## src/sdfe_pkg.sv

```systemverilog
// Package for the station display frame emitter: payload structs, codes and
// the sequencer microcode ROM. No dependencies.
`timescale 1ns / 1ps
`default_nettype none

package sdfe_pkg;

  localparam int UPC_W = 6;

  // request codes
  localparam logic REQ_STATUS = 1'b0;
  localparam logic REQ_TICK   = 1'b1;

  // run state codes
  localparam logic [2:0] RUN_OPEN     = 3'd0;
  localparam logic [2:0] RUN_CLOSE    = 3'd1;
  localparam logic [2:0] RUN_PRE_DOOR = 3'd3;

  // config register select (paddr[2])
  localparam logic CFG_IDLE_GAP = 1'b0;
  localparam logic CFG_REPEAT   = 1'b1;

  // microcode ops
  localparam logic [1:0] OP_EMIT   = 2'd0;
  localparam logic [1:0] OP_BRANCH = 2'd1;
  localparam logic [1:0] OP_HALT   = 2'd2;

  // byte sources
  localparam logic [2:0] SRC_CONST = 3'd0;
  localparam logic [2:0] SRC_START = 3'd1;
  localparam logic [2:0] SRC_END   = 3'd2;
  localparam logic [2:0] SRC_NEXT  = 3'd3;
  localparam logic [2:0] SRC_B6    = 3'd4;
  localparam logic [2:0] SRC_B7    = 3'd5;
  localparam logic [2:0] SRC_SUM   = 3'd6;

  localparam logic [UPC_W-1:0] CLEAR_ENTRY = 6'd16;
  localparam logic [UPC_W-1:0] CLEAR_LAST  = 6'd33;

  localparam logic [7:0] CLEAR_FRAME [18] = '{
    8'hFF, 8'hC0, 8'h30, 8'h00, 8'h00, 8'h00, 8'h00, 8'h00, 8'h00,
    8'h00, 8'h00, 8'h00, 8'h00, 8'hF0, 8'hFE, 8'h00, 8'h00, 8'h00
  };

  typedef struct packed {
    logic       req_type;
    logic       line_busy;
    logic [7:0] start_station;
    logic [7:0] end_station;
    logic [7:0] next_station;
    logic [2:0] run_state;
    logic [6:0] door_side;
  } item_t;

  typedef struct packed {
    logic [7:0] frame_byte;
    logic       frame_last;
    logic       frame_is_clear;
  } frame_t;

  typedef struct packed {
    logic [7:0] start_station;
    logic [7:0] end_station;
    logic [7:0] next_station;
    logic [2:0] run_state;
    logic [6:0] door_side;
  } status_t;

  typedef struct packed {
    logic go;
    logic clear_sel;
  } seq_cmd_t;

  typedef struct packed {
    logic [1:0]       op;
    logic [2:0]       src;
    logic [7:0]       konst;
    logic             add;
    logic             last;
    logic             clear;
    logic [UPC_W-1:0] target;
  } cw_t;

  function automatic cw_t emit_k(input logic [7:0] b, input logic add,
                                 input logic last, input logic clr);
    cw_t cw;
    cw       = '0;
    cw.op    = OP_EMIT;
    cw.src   = SRC_CONST;
    cw.konst = b;
    cw.add   = add;
    cw.last  = last;
    cw.clear = clr;
    return cw;
  endfunction

  function automatic cw_t emit_f(input logic [2:0] src, input logic add);
    cw_t cw;
    cw     = '0;
    cw.op  = OP_EMIT;
    cw.src = src;
    cw.add = add;
    return cw;
  endfunction

  // Step 0 dispatches; status frame at 1..15, clear frame at 16..33.
  function automatic cw_t ucode(input logic [UPC_W-1:0] upc);
    cw_t        cw;
    logic [4:0] k;
    cw    = '0;
    cw.op = OP_HALT;
    k     = 5'(upc - CLEAR_ENTRY);
    case (upc)
      6'd0: begin
        cw.op     = OP_BRANCH;
        cw.target = CLEAR_ENTRY;
      end
      6'd1:  cw = emit_k(8'hFF, 1'b0, 1'b0, 1'b0);
      6'd2:  cw = emit_k(8'hC0, 1'b1, 1'b0, 1'b0);
      6'd3:  cw = emit_k(8'h00, 1'b1, 1'b0, 1'b0);
      6'd4:  cw = emit_f(SRC_START, 1'b1);
      6'd5:  cw = emit_f(SRC_END, 1'b1);
      6'd6:  cw = emit_f(SRC_NEXT, 1'b1);
      6'd7:  cw = emit_f(SRC_B6, 1'b1);
      6'd8:  cw = emit_f(SRC_B7, 1'b1);
      6'd9:  cw = emit_k(8'h00, 1'b1, 1'b0, 1'b0);
      6'd10: cw = emit_k(8'h01, 1'b1, 1'b0, 1'b0);
      6'd11: cw = emit_k(8'h00, 1'b1, 1'b0, 1'b0);
      6'd12: cw = emit_k(8'h00, 1'b1, 1'b0, 1'b0);
      6'd13: cw = emit_k(8'h00, 1'b1, 1'b0, 1'b0);
      6'd14: cw = emit_f(SRC_SUM, 1'b0);
      6'd15: cw = emit_k(8'hFE, 1'b0, 1'b1, 1'b0);
      default: begin
        if (upc inside {[CLEAR_ENTRY:CLEAR_LAST]}) begin
          cw = emit_k(CLEAR_FRAME[k], 1'b0, upc == CLEAR_LAST, 1'b1);
        end
      end
    endcase
    return cw;
  endfunction

endpackage

`default_nettype wire

```

## src/station_display_frame_emitter_unit.sv

```systemverilog
// An emitting item starts the sequencer at its dispatch step, which branches
// to the first byte of the frame; bytes are registered on the output. A clear
// frame is dispatch + 18 bytes, a status frame dispatch + 15, one byte per
// step unless the output stalls; item_stall holds new items while busy.
// Reset (synchronous): idle_gap 20, repeat_count 2, status and counters zero.
// Top level of the station display frame emitter: config port, status state
// and repeat logic. Depends on sdfe_pkg and sdfe_seq.
`timescale 1ns / 1ps
`default_nettype none

module station_display_frame_emitter_unit (
  input  wire               clk,
  input  wire               rst,
  input  wire               psel,
  input  wire               penable,
  input  wire               pwrite,
  input  wire  [2:0]        paddr,
  input  wire  [31:0]       pwdata,
  output logic [31:0]       prdata,
  output logic              pready,
  input  wire               item_valid,
  output logic              item_stall,
  input  sdfe_pkg::item_t   item,
  output logic              frame_valid,
  input  wire               frame_stall,
  output sdfe_pkg::frame_t  frame
);
  import sdfe_pkg::*;

  logic [15:0] idle_gap;
  logic [3:0]  repeat_count;
  status_t     status;
  status_t     status_next;
  logic [4:0]  repeats_left;
  logic [4:0]  repeats_left_next;
  logic [15:0] idle_ticks;
  logic [15:0] idle_ticks_next;

  seq_cmd_t    cmd;
  logic        seq_busy;
  logic        accept;
  logic        cfg_write;
  logic        diff;
  logic [4:0]  reload;
  logic [15:0] idle_inc;
  logic        rep_due;

  assign pready     = 1'b1;
  assign cfg_write  = psel && penable && pwrite && pready;
  assign item_stall = seq_busy;
  assign accept     = item_valid && !item_stall;

  always_comb begin
    case (paddr[2])
      CFG_REPEAT: prdata = {28'h0, repeat_count};
      default:    prdata = {16'h0, idle_gap};
    endcase
  end

  always_ff @(posedge clk) begin
    if (rst) begin
      idle_gap     <= 16'd20;
      repeat_count <= 4'd2;
    end else if (cfg_write) begin
      case (paddr[2])
        CFG_REPEAT: repeat_count <= pwdata[3:0];
        default:    idle_gap     <= pwdata[15:0];
      endcase
    end
  end

  assign diff     = item.start_station != status.start_station ||
                    item.end_station != status.end_station;
  assign reload   = {repeat_count, 1'b0} - 5'd1;
  assign idle_inc = (idle_ticks == 16'hFFFF) ? idle_ticks : idle_ticks + 16'd1;
  assign rep_due  = idle_inc > idle_gap && repeats_left != 5'd0;

  always_comb begin
    cmd               = '0;
    status_next       = status;
    repeats_left_next = repeats_left;
    idle_ticks_next   = idle_ticks;
    if (accept) begin
      if (item.req_type == REQ_STATUS) begin
        cmd.go            = 1'b1;
        cmd.clear_sel     = diff || (5'd1 > {1'b0, repeat_count});
        repeats_left_next = diff ? reload : 5'd1;
        idle_ticks_next   = '0;
        status_next       = '{start_station: item.start_station,
                              end_station:   item.end_station,
                              next_station:  item.next_station,
                              run_state:     item.run_state,
                              door_side:     item.door_side};
      end else if (item.line_busy) begin
        idle_ticks_next = '0;
      end else if (rep_due) begin
        // repeat of the stored status; start/end match by construction
        cmd.go            = 1'b1;
        cmd.clear_sel     = repeats_left > {1'b0, repeat_count};
        repeats_left_next = repeats_left - 5'd1;
        idle_ticks_next   = '0;
      end else begin
        idle_ticks_next = idle_inc;
      end
    end
  end

  always_ff @(posedge clk) begin
    if (rst) begin
      status       <= '0;
      repeats_left <= '0;
      idle_ticks   <= '0;
    end else begin
      status       <= status_next;
      repeats_left <= repeats_left_next;
      idle_ticks   <= idle_ticks_next;
    end
  end

  sdfe_seq u_seq (
    .clk         (clk),
    .rst         (rst),
    .cmd         (cmd),
    .status      (status),
    .busy        (seq_busy),
    .frame_valid (frame_valid),
    .frame_stall (frame_stall),
    .frame       (frame)
  );

`ifndef SYNTHESIS
  a_go_busy: assert property (@(posedge clk) disable iff (rst)
    cmd.go |=> seq_busy)
    else $error("sequencer not busy after start");
  a_start_idle_clr: assert property (@(posedge clk) disable iff (rst)
    accept && item.req_type == REQ_STATUS |=> idle_ticks == 16'd0)
    else $error("idle count not cleared by status transaction");
  a_status_hold: assert property (@(posedge clk) disable iff (rst)
    !accept |=> $stable(status))
    else $error("stored status changed without a transaction");
`endif

endmodule

`default_nettype wire

```

## src/sdfe_seq.sv

```systemverilog
// Microcoded frame sequencer: step counter, control ROM from sdfe_pkg,
// byte mux, checksum accumulator and output register. Depends on sdfe_pkg.
`timescale 1ns / 1ps
`default_nettype none

module sdfe_seq (
  input  wire                clk,
  input  wire                rst,
  input  sdfe_pkg::seq_cmd_t cmd,
  input  sdfe_pkg::status_t  status,
  output logic               busy,
  output logic               frame_valid,
  input  wire                frame_stall,
  output sdfe_pkg::frame_t   frame
);
  import sdfe_pkg::*;

  logic             running;
  logic [UPC_W-1:0] upc;
  logic             clear_sel;
  logic [7:0]       acc;
  cw_t              cw;
  logic [7:0]       b6;
  logic [7:0]       b7;
  logic [7:0]       byte_sel;
  logic             slot_free;
  logic             emit;

  assign cw        = ucode(upc);
  assign slot_free = !frame_valid || !frame_stall;
  assign emit      = running && cw.op == OP_EMIT && slot_free;
  assign busy      = running;

  always_comb begin
    b6 = 8'h00;
    b7 = 8'h00;
    case (status.run_state)
      RUN_OPEN:     b7 = 8'h80 | {1'b0, status.door_side};
      RUN_CLOSE:    b7 = 8'h03;
      RUN_PRE_DOOR: b6 = {1'b0, status.door_side};
      default: ;
    endcase
  end

  always_comb begin
    case (cw.src)
      SRC_START: byte_sel = status.start_station;
      SRC_END:   byte_sel = status.end_station;
      SRC_NEXT:  byte_sel = status.next_station;
      SRC_B6:    byte_sel = b6;
      SRC_B7:    byte_sel = b7;
      SRC_SUM:   byte_sel = acc;
      default:   byte_sel = cw.konst;
    endcase
  end

  always_ff @(posedge clk) begin
    if (rst) begin
      running     <= 1'b0;
      upc         <= '0;
      clear_sel   <= 1'b0;
      frame_valid <= 1'b0;
    end else begin
      if (cmd.go) begin
        running   <= 1'b1;
        upc       <= '0;
        clear_sel <= cmd.clear_sel;
      end else if (running) begin
        case (cw.op)
          OP_BRANCH: begin
            upc <= clear_sel ? cw.target : upc + UPC_W'(1);
          end
          OP_EMIT: begin
            if (slot_free) begin
              upc <= upc + UPC_W'(1);
              if (cw.last) begin
                running <= 1'b0;
              end
            end
          end
          default: running <= 1'b0;
        endcase
      end
      if (emit) begin
        frame_valid <= 1'b1;
      end else if (!frame_stall) begin
        frame_valid <= 1'b0;
      end
    end
  end

  // checksum and output payload
  always_ff @(posedge clk) begin
    if (running && cw.op == OP_BRANCH) begin
      acc <= 8'h00;
    end else if (emit && cw.add) begin
      acc <= acc + byte_sel;
    end
    if (emit) begin
      frame.frame_byte     <= byte_sel;
      frame.frame_last     <= cw.last;
      frame.frame_is_clear <= cw.clear;
    end
  end

`ifndef SYNTHESIS
  a_last_stops: assert property (@(posedge clk) disable iff (rst)
    emit && cw.last |=> !running || $past(cmd.go))
    else $error("sequencer kept running after last byte");
  a_emit_room: assert property (@(posedge clk) disable iff (rst)
    frame_valid && frame_stall |=> frame_valid)
    else $error("pending frame byte dropped");
  a_branch_first: assert property (@(posedge clk) disable iff (rst)
    cmd.go |=> running && upc == '0)
    else $error("sequencer did not start at dispatch step");
`endif

endmodule

`default_nettype wire
```

## config.mk

```make
export PLATFORM = sky130hd
export DESIGN_NAME = station_display_frame_emitter_unit
export DESIGN_NICKNAME = d
export VERILOG_FILES = /design/src/sdfe_pkg.sv /design/src/station_display_frame_emitter_unit.sv /design/src/sdfe_seq.sv
export SDC_FILE = /design/constraint.sdc
export NUM_CORES = 1
export LEC_CHECK = 0
export BUFFER_PORTS_ARGS = -buffer_cell sky130_fd_sc_hd__buf_4
export CAP_MARGIN = 0
export CORE_MARGIN = 2
export CORE_UTILIZATION = 38
export DETAILED_ROUTE_END_ITERATION = 8
export GPL_TIMING_DRIVEN = 1
export PLACE_DENSITY = 0.73
export SLEW_MARGIN = 20
export SYNTH_ARGS = -nofsm -noshare
export SYNTH_HDL_FRONTEND = slang
export SYNTH_SLANG_ARGS = --single-unit
export TNS_END_PERCENT = 50
```

## constraint.sdc

```tcl
create_clock -name clk -period 4 [get_ports clk]
set_clock_uncertainty 0.05 [all_clocks]
set_input_delay 0.2 -clock clk [delete_from_list [all_inputs] [get_ports clk]]
set_output_delay 0.2 -clock clk [all_outputs]
set_load 0.01 [all_outputs]
```

Yosys cells after proc, flatten, opt, wreduce, memory -nomap -nowiden
Memories as Yosys holds them, arrays and structs flattened.
Index checks and enable logic that the tools add are counted.
{"block": "word_totals", "register_bits": 102, "rom_bits": 256, "in_bits": 78, "out_inout_bits": 45, "wordCells": 125, "mem_count": 1}
{"block": "classes", "addsub": 6, "magnitude_cmp": 6, "eq_ne": 32, "n_mux": 32, "bitwise": 3, "n_reduce_logical": 28}
{"memory": "(no name shown)", "depth": 32, "width": 8, "read_ports": 1, "rd_clocked_by_memory_dff": 0, "write_ports": 0, "line": "sdfe_pkg.sv:135", "rtl": "cw = emit_k(CLEAR_FRAME[k], 1'b0, upc == CLEAR_LAST, 1'b1);"}
{"op": "$pmux W14 S12", "n": 1}
{"op": "$mux W16", "n": 5}
{"op": "$eq A6 B4 Y1 const B", "n": 8}
{"op": "$pmux W8 S6", "n": 1}
{"op": "$eq A6 B3 Y1 const B", "n": 4}
{"op": "$pmux W6 S2", "n": 2}
{"op": "$mux W22", "n": 1}
{"op": "$mux W5", "n": 4}
{"op": "$add A16 B1 Y16 const B", "n": 1}
{"op": "$eq A16 B16 Y1 const B", "n": 1}
{"op": "$gt A16 B16 Y1", "n": 1}
{"op": "$mux W8", "n": 2}
{"op": "$ne A8 B8 Y1", "n": 2}
{"op": "$pmux W8 S2", "n": 1}
{"op": "$reduce_or A15 Y1", "n": 1}
{"op": "$eq A6 B2 Y1 const B", "n": 2}
{"op": "$mux W6", "n": 2}
{"op": "$sub A5 B1 Y5 const B", "n": 2}
{"op": "$eq A3 B2 Y1 const B", "n": 3}
{"op": "$eq A3 B3 Y1 const B", "n": 3}
{"op": "$logic_and A1 B1 Y1", "n": 9}
{"op": "$add A8 B8 Y8", "n": 1}
{"op": "$mux W2", "n": 4}
{"op": "$mux W7", "n": 1}
{"op": "29 further kinds", "n": 45}

Depth between registers and ports, before layout
{"block": "depth", "depth_word": 12, "ltp_mapped": 20, "mapped_depth_nobuf": 18}

Hierarchy
A second synthesis with hierarchy kept.
{"block": "hier_totals", "hier_cells": 818, "hier_area_um2": 6432.4}
{"mod": "station_display_frame_emitter_unit", "n_inst": 1, "cells_each": 541, "area_per_inst_um2": 4096.4, "seq_area_each_um2": 1501.4}
{"mod": "sdfe_seq", "n_inst": 1, "cells_each": 277, "area_per_inst_um2": 2336.0, "seq_area_each_um2": 640.6}

Worst setup path after synthesis
No wires, ideal clock.
{"block": "synth_path", "kind": "register to register", "start": "register u_seq.upc[0]", "end": "register u_seq.acc[6]", "setup_time_ps": 74, "arrival_time_ps": 3722, "t_required_ps": 3876, "path_slack_ps": 154, "path_stages_with_launch": 21, "synth_period_minus_slack_ps": 3846, "cell_sequence": "dfxtp_1 -> inv_1 -> ha_1 -> clkbuf_1 -> or3_1 -> a21oi_1 -> nor4_2 -> clkbuf_1 -> nor4_1 -> a21oi_1 -> o211ai_1 -> ha_1 -> inv_1 -> fa_1 -> nor2b_1 -> o21ai_0 -> nand2b_1 -> a21o_1 -> a21oi_1 -> or3b_2 -> a31oi_1"}
{"block": "synth_between", "elab_chain_cells": 9}
{"element": "start, declared", "line": "sdfe_seq.sv:19", "rtl": "logic [UPC_W-1:0] upc;"}
{"element": "start signal, assigned", "line": "sdfe_seq.sv:71", "rtl": "upc <= clear_sel ? cw.target : upc + UPC_W'(1);"}
{"element": "start signal, assigned", "line": "sdfe_seq.sv:75", "rtl": "upc <= upc + UPC_W'(1);"}
{"element": "$sub A5 B5 Y5", "line": "sdfe_pkg.sv:112", "rtl": "k = 5'(upc - CLEAR_ENTRY);"}
{"element": "$not A5 Y6 (implied by the code)", "line": "sdfe_pkg.sv:135"}
{"element": "$mem_v2 Z32 W8"}
{"element": "$mux W8 (implied by the code) (2 in series)", "line": "sdfe_pkg.sv:135"}
{"element": "$mux W22", "line": "sdfe_pkg.sv:134", "rtl": "if (upc inside {[CLEAR_ENTRY:CLEAR_LAST]}) begin"}
{"element": "$pmux W14 S12 (*)", "line": "sdfe_pkg.sv:113", "rtl": "case (upc)"}
{"element": "$pmux W8 S6 (*)", "line": "sdfe_seq.sv:46", "rtl": "case (cw.src)"}
{"element": "named net u_seq.byte_sel[0]", "line": "sdfe_seq.sv:25", "rtl": "logic [7:0] byte_sel;"}
{"element": "$add A8 B8 Y8 (*)", "line": "sdfe_seq.sv:97", "rtl": "acc <= acc + byte_sel;"}
{"element": "end signal, assigned", "line": "sdfe_seq.sv:97"}
{"element": "end, declared", "line": "sdfe_seq.sv:21", "rtl": "logic [7:0] acc;"}
Mark *: on every way through the listed nets, which the timed path passes. The rest lies on a longest branch. The select of a mux whose other input is x is not followed.
A chain may end at the register's enable or synchronous reset.

Final worst setup path
Ends and elaborated chain as after synthesis.

==> reports/metrics.cfg <==
[placement]
hpwlAfterDp_um=12400
portBuffers=87
place_congestion=0.925
dp_cells=1107
preCtsSetupSlack_ns=0.0760

[sta]
setup_viol=0
fin_crit_ns=3.76
slew_violations=0
fin_ws_ns=0.239
max_clock_freq_mhz=266
max_slew_margin_pct=44.3
hold_violations=0
finalCritPeriodShare_pct=94.0
rsz0062_at_grt=true
worst_slew_pin_slew_ns=0.832
tns_ns=0

[grt]
grt_max_degree=68
grt_use_total_pct=18.7
grt_antenna_before_repair=0
grt-ovfl-total=0
grt_pass1_vias=5567
grt_first_pass_wirelength_um=27200

[status]
status=complete, no violations

[power]
powerDensity_nw_per_um2=310
power.total_mw=2.40
ir_worst_vdd_uv=230
p_leak_nw=3.09

[setup_path]
critPathRequiredTime_ns=4.25
r2r-start=u_seq.upc[0]$_SDFFE_PP0P_
worstSetupStartpoint=u_seq.upc[0]$_SDFFE_PP0P_
crit_type=reg2reg
max_stage_delay_ns=0.44
end_kind=register
worstPathArrival_ns=4.01
path_cells=inv_1, ha_1, or3_1, a21oi_2, nor4_4, buf_4, nor4_2, a21oi_1, o211ai_1, ha_2, inv_1, fa_2, nor2b_1, o21ai_0, nand2b_1, a21o_1, a21oi_1, or3b_2, a31oi_1
slowest_stage=or3b_2
crit_fanout=8
cp-start-kind=register
path_buf_inv=3
cp_top_family=simple AND/OR/NAND/NOR gates

[route]
drc_errors=0
viasPerCell=5.28
wirelength_um=16600
final_antenna_net_count=0
drtIter0Drc=391
wl_per_cell_um=14.7
first_pass_iters=5
vias=5945

[layout]
nNetsFinal=1015
layout_commonest_cell=nand2_1
drive_gt1_share_pct=20.6
antenna_cells=0
stdcell_count=1126
syn_to_final_growth_pct=20.9
mostFrequentLayoutCells=nand2_1, buf_4, dfxtp_1, a21oi_1, nor2_1

[die]
die_y_um=134
die_w_um=134
io_pins=123
start_util_pct=38.8
rows=47
die-area_um2=17900
core_um2=16500

[yosys]
synth_top_area_share_pct=28.7
yosysUniqueCellTypes=83
syn_inst=804
ys_seq_area_share_pct=33.4
syn_area_per_cell_um2=7.98
synthTopCellsByArea=dfxtp_1, nand2_1, a21oi_1, ha_1, edfxtp_1
ys_seq_elements=102
synth_warnings=0
synth_top_cell_by_area=dfxtp_1
netlist_area_um2=6410
synth_edf_count=10
async_flop_share_pct=0
ys.flop_type=dfxtp_1

[hold_path]
hold_class=in2reg
min_from=pwdata[2]

[clock_network]
path_clk_slew_ns=0.08
clock_sinks=102
h-tree-depth=3
clockRootBuffer=clkbuf_16
cts_made_buffers=9
clock_latency_ns=0.36
clock_path_buffers=2
cts_tree=built

[run]
maxCapViolations=0

==> power by group <==
part           switching, mW  internal, mW
clock network          0.412         0.506
registers             0.0382          1.07
logic                  0.206         0.175
total                  0.657          1.75
==> registers in the layout, summed over array words and instances, names as in the netlist, 4 cells and up <==
signal	cells
status	34
idle_gap	16
idle_ticks	16
u_seq.frame	10
u_seq.acc	8
u_seq.upc	6
repeats_left	5
repeat_count	4
==> worst paths after layout <==
check | endpoint | slack (ns) | cells after the start
worst max-delay path | u_seq.acc[6]$_SDFFE_PP0P_ | 0.24 | 19
worst min-delay path | idle_gap[2]$_SDFFE_PP1P_ | 0.008 | 2
worst max register to register | u_seq.acc[6]$_SDFFE_PP0P_ | 0.24 | 19
worst min register to register | idle_gap[5]$_SDFFE_PP0P_ | 0.41 | 2
==> worst reg2reg max path: cells and delay by family, from the launching register on <==
family,cells,cell delay [ns]
flip-flops,1,0.36
AND/OR/NAND/NOR,6,1.34
AO/OA/AOI/OAI,7,0.84
adder cells (fa/ha/maj),3,0.78
buffers and inverters,3,0.33
==> kinds of logic (layout without fill, tap and decap cells) <==
group	after synthesis	count (layout)	synth area share [%]
AO/OA/AOI/OAI	201	201	20.9
XOR/XNOR	34	34	4.64
adder cells (fa/ha/maj)	36	36	7.14
buffers and inverters	95	182	7.41
flip-flops	102	102	33.4
multiplexers	20	20	3.18
other	2	17	0.117
AND/OR/NAND/NOR	314	314	23.2
==> repair_timing <==
action,CTS,global route
buffers inserted,0,2
endpoints found under the hold margin,1,0
hold buffers,1,0
endpoints found under the setup margin,0,26
gates resized for setup,0,16
==> synthesized netlist by cell type, types with 10 or more instances <==
library cell,n
nand2_1,137
dfxtp_1,92
a21oi_1,91
nor2_1,62
ha_1,35
inv_1,35
xnor2_1,28
clkbuf_1,25
o21ai_0,23
nand3_1,21
buf_4,18
nor3_1,18
a31oi_1,17
mux2i_1,17
nand4_1,14
buf_2,10
edfxtp_1,10
==> metal layers <==
layer	routed length, µm	vias up	GRT usage [%]
met1	7270	2759	23.2
met4	280	0	5.14
li1	-	2994	-
met2	7990	172	32.1
met3	1050	20	4.88
met5	0	-	0
==> through the flow <==
step	util (%)	hold WS [ns]	area, µm²
2_1_floorplan	-	0.268	6470
3_3_place_gp	44.6	0.357	7360
3_5_place_dp	44.6	0.359	7360
4_1_cts	46.5	0.0000373	7680
5_1_grt	46.9	0.0233	7750
6_report	46.9	0.00766	7750
==> area by class of cell <==
class                      instances  area [µm²]
clock buffer                      10         239
clock inverter                     6        68.8
fill                            1598        8770
timing repair buffer             131         990
inverter                          35         131
sequential                       102        2150
multi-input combinational        622        3900
tap                              220         275
No activity file was read; power rests on OpenSTA's default activity.
